--- src/sv/lehu_pkg.sv ---
// lehu_pkg.sv: shared types and codes of the leader election unit
`timescale 1ns / 1ps
package lehu_pkg;

    localparam logic [2:0] CMD_ATTACH = 3'd0;
    localparam logic [2:0] CMD_DETACH = 3'd1;
    localparam logic [2:0] CMD_ELECT  = 3'd2;
    localparam logic [2:0] CMD_SETID  = 3'd3;
    localparam logic [2:0] CMD_CLEAR  = 3'd4;

    localparam logic [1:0] ST_OK       = 2'd0;
    localparam logic [1:0] ST_REJECTED = 2'd1;
    localparam logic [1:0] ST_FULL     = 2'd2;
    localparam logic [1:0] ST_MISSING  = 2'd3;

    localparam logic [1:0] REG_VENDOR = 2'd0;
    localparam logic [1:0] REG_DEVICE = 2'd1;
    localparam logic [1:0] REG_MARGIN = 2'd2;
    localparam logic [1:0] REG_STREAK = 2'd3;

    localparam logic [15:0] VENDOR_RESET = 16'h1DA3;
    localparam logic [15:0] DEVICE_RESET = 16'h0001;
    localparam logic [7:0]  MARGIN_RESET = 8'd10;
    localparam logic [3:0]  STREAK_RESET = 4'd3;

    localparam logic [9:0] MY_WEIGHT = 10'd1000;
    localparam logic [9:0] PERCENT     = 10'd100;

    typedef struct packed {
        logic [2:0]  command;
        logic [7:0]  bus_num;
        logic [4:0]  dev_num;
        logic [2:0]  func_num;
        logic [15:0] vendor_code;
        logic [15:0] device_code;
        logic [31:0] mem_megabytes;
        logic [31:0] my_value;
    } lehu_in_t;

    typedef struct packed {
        logic [1:0] status;
        logic [2:0] slot_index;
        logic [2:0] leader_index;
        logic       leader_valid;
        logic       leader_changed;
        logic [3:0] member_count;
    } lehu_out_t;

    typedef struct packed {
        logic addr_we;
        logic score_we;
    } lehu_wr_t;

endpackage

--- src/sv/lehu_store.sv ---
// lehu_store.sv: member address and score memories with one registered read port
`timescale 1ns / 1ps
module lehu_store import lehu_pkg::*; #(
    parameter int MEMBERS = 8
) (
    input  logic                       aclk,
    input  lehu_wr_t                   wr,
    input  logic [$clog2(MEMBERS)-1:0] wr_idx,
    input  logic [15:0]                wr_addr,
    input  logic [31:0]                wr_score,
    input  logic [$clog2(MEMBERS)-1:0] rd_idx,
    output logic [15:0]                rd_addr,
    output logic [31:0]                rd_score
);

    logic [15:0] addr_mem  [MEMBERS];
    logic [31:0] score_mem [MEMBERS];

    always_ff @(posedge aclk) begin
        if (wr.addr_we) begin
            addr_mem[wr_idx] <= wr_addr;
        end
        if (wr.score_we) begin
            score_mem[wr_idx] <= wr_score;
        end
        rd_addr  <= addr_mem[rd_idx];
        rd_score <= score_mem[rd_idx];
    end

endmodule

--- src/sv/leader_election_hysteresis_unit.sv ---
// leader_election_hysteresis_unit.sv: top level, command sequencer and shared datapath
//
// Keeps a table of MEMBERS member devices and elects a leader with hysteresis.
// Input beats (s_valid/s_ready, s_data) carry one command each; every command
// gives exactly one result beat (m_valid/m_ready, m_data).
// One command is worked on at a time; s_ready is high only while idle.
// Each table scan reads the shared memory port once per slot, and one shared
// 32x10 multiplier forms scores and margin products.
// Command length is set by the memory read port and the scans; a contested
// election adds the margin multiplies and a compare, and a clear needs no scan.
// The next command is taken while a result still waits: the result sits in an
// output register, and a command finishing while that result is untaken waits for m_ready.
// Reset (aresetn low, synchronous) empties the table, drops leader and
// challenger and loads the register defaults; slot memories are not cleared.
// Registers sit on an APB-style port at 4-byte steps: allowed vendor, allowed
// device, margin percent, streak needed. Write them only while idle.
`timescale 1ns / 1ps
module leader_election_hysteresis_unit import lehu_pkg::*; #(
    parameter int MEMBERS = 8
) (
    input  logic        aclk,
    input  logic        aresetn,
    input  logic        s_valid,
    output logic        s_ready,
    input  lehu_in_t    s_data,
    output logic        m_valid,
    input  logic        m_ready,
    output lehu_out_t   m_data,
    input  logic        psel,
    input  logic        penable,
    input  logic        pwrite,
    input  logic [3:0]  paddr,
    input  logic [31:0] pwdata,
    output logic [31:0] prdata,
    output logic        pready
);

    localparam int IW = $clog2(MEMBERS);
    localparam int SW = $clog2(MEMBERS + 1);
    localparam logic [SW-1:0] LAST = SW'(MEMBERS);

    typedef enum logic [3:0] {
        S_IDLE, S_LOOKUP, S_DECIDE, S_SCORE_MUL, S_SCORE_WR, S_ELECT_SCAN,
        S_ELECT_DECIDE, S_MUL_CHAL, S_MUL_LEAD, S_COMPARE, S_FINISH
    } state_t;

    state_t state_reg;

    // configuration
    logic [15:0] vendor_reg, device_reg;
    logic [7:0]  margin_reg;
    logic [3:0]  streak_need_reg;

    // latched command
    logic [2:0]  cmd_reg;
    logic [15:0] addr_reg;
    logic [31:0] mem_reg, my_reg;

    // table and election state
    logic [MEMBERS-1:0] used_reg;
    logic [SW-1:0]      count_reg;
    logic               leader_ok_reg, chal_ok_reg, was_ok_reg;
    logic [IW-1:0]      leader_reg, chal_reg, was_slot_reg;
    logic [3:0]         streak_reg;

    // scan
    logic [SW-1:0] scan_reg;
    logic [IW-1:0] idx_d_reg;
    logic          found_reg, free_ok_reg, best_ok_reg;
    logic [IW-1:0] found_idx_reg, free_idx_reg, best_idx_reg;
    logic [31:0]   best_score_reg;
    logic [15:0]   best_addr_reg;
    logic [1:0]    status_reg;
    logic [IW-1:0] slot_reg;
    logic [41:0]   lhs_reg, rhs_reg;

    logic          m_valid_reg;
    lehu_out_t     m_data_reg;

    // memory port
    lehu_wr_t      wr;
    logic [IW-1:0] wr_idx, rd_idx;
    logic [15:0]   rd_addr;
    logic [31:0]   rd_score;

    // shared multiplier
    logic [31:0] mul_a;
    logic [9:0]  mul_b;
    logic [41:0] product;

    logic        hit, better, margin_met;
    logic        chal_ok_next;
    logic [IW-1:0] chal_next;
    logic [3:0]  streak_next, need;

    assign wr.addr_we  = (state_reg == S_DECIDE) && (cmd_reg == CMD_ATTACH)
                         && !found_reg && free_ok_reg;
    assign wr.score_we = (state_reg == S_SCORE_WR);
    assign wr_idx = (state_reg == S_DECIDE) ? free_idx_reg : slot_reg;
    assign rd_idx = (state_reg == S_LOOKUP || state_reg == S_ELECT_SCAN)
                    ? scan_reg[IW-1:0] : leader_reg;

    lehu_store #(.MEMBERS(MEMBERS)) u_store (
        .aclk     (aclk),
        .wr       (wr),
        .wr_idx   (wr_idx),
        .wr_addr  (addr_reg),
        .wr_score (lhs_reg[31:0] + mem_reg),
        .rd_idx   (rd_idx),
        .rd_addr  (rd_addr),
        .rd_score (rd_score)
    );

    always_comb begin
        case (state_reg)
            S_SCORE_MUL: begin
                mul_a = my_reg;
                mul_b = MY_WEIGHT;
            end
            S_MUL_CHAL: begin
                mul_a = best_score_reg;
                mul_b = PERCENT;
            end
            default: begin
                mul_a = rd_score;
                mul_b = PERCENT + 10'(margin_reg);
            end
        endcase
        product = 42'(mul_a) * 42'(mul_b);
    end

    assign hit    = used_reg[idx_d_reg] && (rd_addr == addr_reg);
    assign better = !best_ok_reg || (rd_score > best_score_reg)
                    || ((rd_score == best_score_reg) && (rd_addr < best_addr_reg));
    assign margin_met = (lhs_reg >= rhs_reg);
    assign need = (streak_need_reg == 4'd0) ? 4'd1 : streak_need_reg;

    // challenger update of one contested election
    always_comb begin
        chal_ok_next = 1'b0;
        chal_next    = '0;
        streak_next  = 4'd0;
        if (margin_met && chal_ok_reg && (chal_reg == best_idx_reg)) begin
            chal_ok_next = 1'b1;
            chal_next    = chal_reg;
            streak_next  = (streak_reg == 4'd15) ? streak_reg : streak_reg + 4'd1;
        end else if (margin_met) begin
            chal_ok_next = 1'b1;
            chal_next    = best_idx_reg;
            streak_next  = 4'd1;
        end
    end

    // configuration port
    assign pready = 1'b1;
    always_comb begin
        case (paddr[3:2])
            REG_VENDOR: prdata = {16'd0, vendor_reg};
            REG_DEVICE: prdata = {16'd0, device_reg};
            REG_MARGIN: prdata = {24'd0, margin_reg};
            REG_STREAK: prdata = {28'd0, streak_need_reg};
            default:    prdata = '0;
        endcase
    end

    always_ff @(posedge aclk) begin
        if (!aresetn) begin
            vendor_reg      <= VENDOR_RESET;
            device_reg      <= DEVICE_RESET;
            margin_reg      <= MARGIN_RESET;
            streak_need_reg <= STREAK_RESET;
        end else if (psel && penable && pwrite && pready) begin
            case (paddr[3:2])
                REG_VENDOR: vendor_reg      <= pwdata[15:0];
                REG_DEVICE: device_reg      <= pwdata[15:0];
                REG_MARGIN: margin_reg      <= pwdata[7:0];
                REG_STREAK: streak_need_reg <= pwdata[3:0];
                default:    ;
            endcase
        end
    end

    assign s_ready = (state_reg == S_IDLE);
    assign m_valid = m_valid_reg;
    assign m_data  = m_data_reg;

    always_ff @(posedge aclk) begin
        if (!aresetn) begin
            state_reg     <= S_IDLE;
            used_reg      <= '0;
            count_reg     <= '0;
            leader_ok_reg <= 1'b0;
            leader_reg    <= '0;
            chal_ok_reg   <= 1'b0;
            chal_reg      <= '0;
            streak_reg    <= 4'd0;
            m_valid_reg   <= 1'b0;
        end else begin
            // a finishing command reloads the output register itself
            if (m_valid_reg && m_ready && state_reg != S_FINISH) begin
                m_valid_reg <= 1'b0;
            end
            idx_d_reg <= scan_reg[IW-1:0];
            case (state_reg)
                S_IDLE: begin
                    if (s_valid) begin
                        cmd_reg      <= s_data.command;
                        addr_reg     <= {s_data.bus_num, s_data.dev_num, s_data.func_num};
                        mem_reg      <= s_data.mem_megabytes;
                        my_reg    <= s_data.my_value;
                        was_ok_reg   <= leader_ok_reg;
                        was_slot_reg <= leader_reg;
                        status_reg   <= ST_OK;
                        slot_reg     <= '0;
                        scan_reg     <= '0;
                        found_reg    <= 1'b0;
                        free_ok_reg  <= 1'b0;
                        best_ok_reg  <= 1'b0;
                        case (s_data.command)
                            CMD_ATTACH: begin
                                if (s_data.vendor_code != vendor_reg
                                    || s_data.device_code != device_reg) begin
                                    status_reg <= ST_REJECTED;
                                    state_reg  <= S_FINISH;
                                end else begin
                                    state_reg <= S_LOOKUP;
                                end
                            end
                            CMD_DETACH, CMD_SETID: state_reg <= S_LOOKUP;
                            CMD_ELECT:             state_reg <= S_ELECT_SCAN;
                            CMD_CLEAR: begin
                                used_reg      <= '0;
                                count_reg     <= '0;
                                leader_ok_reg <= 1'b0;
                                leader_reg    <= '0;
                                chal_ok_reg   <= 1'b0;
                                chal_reg      <= '0;
                                streak_reg    <= 4'd0;
                                state_reg     <= S_FINISH;
                            end
                            default: state_reg <= S_FINISH;
                        endcase
                    end
                end
                S_LOOKUP: begin
                    // read data belongs to the previous scan index (idx_d_reg)
                    if (scan_reg != '0) begin
                        if (hit && !found_reg) begin
                            found_reg     <= 1'b1;
                            found_idx_reg <= idx_d_reg;
                        end
                        if (!used_reg[idx_d_reg] && !free_ok_reg) begin
                            free_ok_reg  <= 1'b1;
                            free_idx_reg <= idx_d_reg;
                        end
                    end
                    if (scan_reg == LAST) begin
                        state_reg <= S_DECIDE;
                    end else begin
                        scan_reg <= scan_reg + SW'(1);
                    end
                end
                S_DECIDE: begin
                    scan_reg <= '0;
                    if (cmd_reg == CMD_ATTACH) begin
                        if (found_reg) begin
                            slot_reg  <= found_idx_reg;
                            state_reg <= S_FINISH;
                        end else if (!free_ok_reg) begin
                            status_reg <= ST_FULL;
                            state_reg  <= S_FINISH;
                        end else begin
                            slot_reg               <= free_idx_reg;
                            used_reg[free_idx_reg] <= 1'b1;
                            count_reg              <= count_reg + SW'(1);
                            state_reg              <= S_SCORE_MUL;
                        end
                    end else if (!found_reg) begin
                        status_reg <= ST_MISSING;
                        state_reg  <= S_FINISH;
                    end else if (cmd_reg == CMD_DETACH) begin
                        slot_reg                <= found_idx_reg;
                        used_reg[found_idx_reg] <= 1'b0;
                        count_reg               <= count_reg - SW'(1);
                        if (leader_ok_reg && leader_reg == found_idx_reg) begin
                            leader_ok_reg <= 1'b0;
                            leader_reg    <= '0;
                            chal_ok_reg   <= 1'b0;
                            chal_reg      <= '0;
                            streak_reg    <= 4'd0;
                        end
                        state_reg <= S_ELECT_SCAN;
                    end else begin
                        slot_reg  <= found_idx_reg;
                        state_reg <= S_SCORE_MUL;
                    end
                end
                S_SCORE_MUL: begin
                    lhs_reg   <= product;
                    state_reg <= S_SCORE_WR;
                end
                S_SCORE_WR: begin
                    state_reg <= S_ELECT_SCAN;
                end
                S_ELECT_SCAN: begin
                    if (scan_reg != '0 && used_reg[idx_d_reg] && better) begin
                        best_ok_reg    <= 1'b1;
                        best_idx_reg   <= idx_d_reg;
                        best_score_reg <= rd_score;
                        best_addr_reg  <= rd_addr;
                    end
                    if (scan_reg == LAST) begin
                        state_reg <= S_ELECT_DECIDE;
                    end else begin
                        scan_reg <= scan_reg + SW'(1);
                    end
                end
                S_ELECT_DECIDE: begin
                    if (!best_ok_reg) begin
                        leader_ok_reg <= 1'b0;
                        leader_reg    <= '0;
                    end else if (!leader_ok_reg || !used_reg[leader_reg]) begin
                        leader_ok_reg <= 1'b1;
                        leader_reg    <= best_idx_reg;
                    end
                    if (!best_ok_reg || !leader_ok_reg || !used_reg[leader_reg]
                        || best_idx_reg == leader_reg) begin
                        chal_ok_reg <= 1'b0;
                        chal_reg    <= '0;
                        streak_reg  <= 4'd0;
                        state_reg   <= S_FINISH;
                    end else begin
                        // contested: leader score is read meanwhile
                        state_reg <= S_MUL_CHAL;
                    end
                end
                S_MUL_CHAL: begin
                    lhs_reg   <= product;
                    state_reg <= S_MUL_LEAD;
                end
                S_MUL_LEAD: begin
                    rhs_reg   <= product;
                    state_reg <= S_COMPARE;
                end
                S_COMPARE: begin
                    if (chal_ok_next && streak_next >= need) begin
                        leader_reg  <= best_idx_reg;
                        chal_ok_reg <= 1'b0;
                        chal_reg    <= '0;
                        streak_reg  <= 4'd0;
                    end else begin
                        chal_ok_reg <= chal_ok_next;
                        chal_reg    <= chal_next;
                        streak_reg  <= streak_next;
                    end
                    state_reg <= S_FINISH;
                end
                S_FINISH: begin
                    if (!m_valid_reg || m_ready) begin
                        m_valid_reg                <= 1'b1;
                        m_data_reg.status         <= status_reg;
                        m_data_reg.slot_index     <= 3'(slot_reg);
                        m_data_reg.leader_index   <= leader_ok_reg ? 3'(leader_reg) : 3'd0;
                        m_data_reg.leader_valid   <= leader_ok_reg;
                        m_data_reg.leader_changed <= (was_ok_reg != leader_ok_reg)
                            || (leader_ok_reg && was_slot_reg != leader_reg);
                        m_data_reg.member_count   <= 4'(count_reg);
                        state_reg                 <= S_IDLE;
                    end
                end
                default: state_reg <= S_IDLE;
            endcase
        end
    end

    a_count_matches: assert property (@(posedge aclk) disable iff (!aresetn)
        SW'($countones(used_reg)) == count_reg)
        else $error("member count out of step with slot bits");

    a_one_at_a_time: assert property (@(posedge aclk) disable iff (!aresetn)
        s_valid && s_ready |=> !s_ready)
        else $error("second beat taken while busy");

    a_leader_in_table: assert property (@(posedge aclk) disable iff (!aresetn)
        (state_reg == S_IDLE) && leader_ok_reg |-> used_reg[leader_reg])
        else $error("leader slot not in use");

    a_challenger_not_leader: assert property (@(posedge aclk) disable iff (!aresetn)
        (state_reg == S_IDLE) && chal_ok_reg |-> leader_ok_reg && chal_reg != leader_reg)
        else $error("challenger without distinct leader");

endmodule
--- config.mk ---
export PLATFORM = sky130hd
export DESIGN_NAME = leader_election_hysteresis_unit
export DESIGN_NICKNAME = d
export VERILOG_FILES = /design/src/sv/lehu_pkg.sv /design/src/sv/lehu_store.sv /design/src/sv/leader_election_hysteresis_unit.sv
export SDC_FILE = /design/constraint.sdc
export NUM_CORES = 2
export LEC_CHECK = 0
export ABC_AREA = 1
export BUFFER_PORTS_ARGS = -buffer_cell sky130_fd_sc_hd__buf_2
export CORE_ASPECT_RATIO = 2
export CORE_MARGIN = 1
export CORE_UTILIZATION = 65
export DETAILED_ROUTE_END_ITERATION = 6
export GPL_ROUTABILITY_DRIVEN = 0
export PLACE_DENSITY = 0.84
export SYNTH_ARGS = -nofsm -noshare
export SYNTH_HDL_FRONTEND = slang
export SYNTH_SLANG_ARGS = --single-unit
--- constraint.sdc ---
create_clock -name aclk -period 13.4 [get_ports aclk]
set_input_delay 2.68 -clock aclk [delete_from_list [all_inputs] [get_ports aclk]]
set_output_delay 2.68 -clock aclk [all_outputs]
set_load 0.01 [all_outputs]
==> run metrics <==
status=finished, final reports clean; final worst slack=4.016 ns; Die Span Y=369.6 um; DR iter-0 viols=2997; post-synthesis sequential area ratio=0.4934; DR vias/cell=5.975; post-DP HPWL=84530 um; TritonCTS Buffers=67; initial antenna violation count=4; r2r startpoint=state_reg[1]$_SDFFE_PN0P_; vias post-DR=between 30k and 40k; GRT Total Usage=0.3569; Slew Limit Fails=0; final worst path period need=9.384 ns; total core area=66730 sq um; Setup Skew=0.04412 ns; CTS resizes=0; ys async rst share=0; first-pass GRT wire length=~180000 um; fmax=106.6 MHz; CP Capture Type=flop; Top Registers=u_store.score_mem (256), u_store.addr_mem (128); GR peak layer=met2; crit path launch type=flop; CP Class=reg2reg; final setup violation count=0; part of the cycle the worst path needs=0.7003; setup bufs post-CTS=0; share of post-route cells with drive strength above 1=0.09020; Clk Latency, worst-skew pair=0.67 ns; met2 usage=0.6134; type of the worst min-delay path=reg2reg; most frequent cells in the layout=nor2_1, inv_1, edfxtp_1; mapped cell area=43920 sq um; clock-pin slew on the worst setup and hold paths=~0.070 ns; TritonCTS sink count=762; largest net degree at the start of global routing=between 100 and 150; max FFs per register=between 200 and 300; Avg Synthesized Cell Area=9.881 sq um; CTS tree=yes; number of remaining DRC errors=0; Final Hold Vio Count=0; Total Negative Setup Slacks=0 ns; Slew @ Worst Pin=1.120 ns; CTS Hold Bufs=0; Arrival @ worst endpoint=9.77 ns; met3 Use GR=0.06791; Crit Reg-Reg Endpoint=rhs_reg[28]$_DFFE_PP_; fill cell count=4658; post-synthesis cell count=4445; DR pass1 iterations=6; DIE WIDTH=185.8 um; Initial Util=0.6582; yosys warns=0; vias in the first global route=33.60k; die area=around 70000 sq um; maximum buffer depth of the clock tree=3; Nets=between 5k and 6k; WL/cell=21.44 um; Max-slew headroom=0.2490; Worst Path Required=13.78 ns; most common cell after layout, fill and taps aside=nor2_1; GR met1 Demand/Resource=0.3650; row cnt=134; number of H-tree levels=3; Critical path destination=rhs_reg[28]$_DFFE_PP_; pre-CTS setup slack=4.534 ns; worst-path fanout max=43; port bufs=171; max_cap viols=0; EDFF count, synth=around 640; flop2flop setup slack=4.02 ns; DRT antenna net count=0; RSZ-0062 raised after global routing=no; Yosys reg bits=762; Reg with most FFs=u_store.score_mem; post-synth cell types=59; DRT Wirelength=118600 um; reg2reg path depth=27; # IOs=207; global route overflow=0; Synth Flop Type=edfxtp_1; Area Growth Syn to Fin=9.227%; root buffer cell=clkbuf_16; Critical Path Start=state_reg[1]$_SDFFE_PN0P_
-- worst max-delay path: stages (launching register included) --
cell     delay [ns]
dfxtp_1        0.49
inv_1          0.12
nor3_4         0.11
buf_4          0.47
inv_2          0.23
nor2_4         0.71
inv_2          0.55
nor2_1         0.69
o22a_1         0.46
inv_1          0.17
nor2_1         0.17
fa_1           0.47
fa_1           0.58
fa_1           0.46
fa_1           0.50
inv_1          0.05
fa_1           0.48
inv_1          0.07
ha_1           0.37
nand2_1        0.11
nor2_1         0.16
nand4_1        0.09
o21ai_0        0.64
nand2_1        0.12
nand2_1        0.14
nand3_1        0.08
nand2_1        0.08
xor2_1         0.49
-- worst min-delay path by stage --
stage	start	endpoint	slack, ns	cells after the start
floorplan	status_reg[0]$_DFFE_PP_	m_data[12]$_DFFE_PP_	0.40	0
global placement	status_reg[0]$_DFFE_PP_	m_data[12]$_DFFE_PP_	0.40	0
detailed placement	status_reg[0]$_DFFE_PP_	m_data[12]$_DFFE_PP_	0.42	0
CTS	status_reg[1]$_SDFFCE_PN0P_	m_data[13]$_DFFE_PP_	0.44	0
global route	status_reg[1]$_SDFFCE_PN0P_	m_data[13]$_DFFE_PP_	0.46	0
finish	status_reg[0]$_DFFE_PP_	m_data[12]$_DFFE_PP_	0.45	0
-- cell usage after synthesis, types with 11 or more instances --
cell      number  area [sq um]
a21o_1        18         135.1
a21oi_1      206          1031
a31oi_1       20         125.1
buf_2         35         175.2
buf_4         17         127.6
clkbuf_1      88         330.3
dfxtp_1      121          2422
edfxtp_1     641         19250
fa_1         240          4805
ha_1         207          2590
inv_1        647          2429
inv_2         16         60.06
mux2_2        47         529.3
nand2_1      618          2320
nand3_1       97         485.5
nand4_1       31         193.9
nor2_1       683          2564
nor3_1        31         155.2
o211ai_1      11         82.58
o21ai_0      328          1642
o21ai_1       91         455.4
o21bai_1      14         105.1
o22ai_1       34         212.7
or2_2         12         75.07
xnor2_1       53         464.2
xor2_1        47         411.6
-- cells by family after synthesis --
family	synth area share
and+or+nand+nor	0.1367
buffers and inverters	0.07185
AOI/OAI and AO/OA	0.09726
DFF	0.4934
adders and majority gates	0.1684
xor gates and xnor gates	0.01994
muxes	0.01228
other	0.0001710
-- routing by layer --
| layer | up-vias | wire [um] |
|---|---|---|
| met5 | - | 16 |
| li1 | 14950 | - |
| met3 | 598 | 9134 |
| met4 | 4 | 12060 |
| met2 | 1834 | 59920 |
| met1 | 15660 | 37450 |
-- through the flow --
step                utilization  hold slack [ns]  cell area (sq um)  std cells
floorplan                     -           0.4003              43980       4460
global placement         0.6854           0.4037              45730       5409
detailed placement       0.6854           0.4168              45730       5409
CTS                      0.7188           0.4445              47970       5529
global route             0.7189           0.4561              47970       5531
finish                   0.7189           0.4497              47970       5531
-- final cells by class --
class,count,area (sq um),area share
sequential,762,21670,0.4517
inverter,664,2497,0.05206
tap,884,1106,0.02306
multi-input combinational,2888,19300,0.4024
clock inverter,39,452.9,0.009442
clock buffer,81,1780,0.03711
timing repair buffer,211,1156,0.02410
antenna,2,5.005,0.0001043
Power is not shown: default switching activity piles up to over one toggle a cycle in this logic, so the estimate is an artifact.
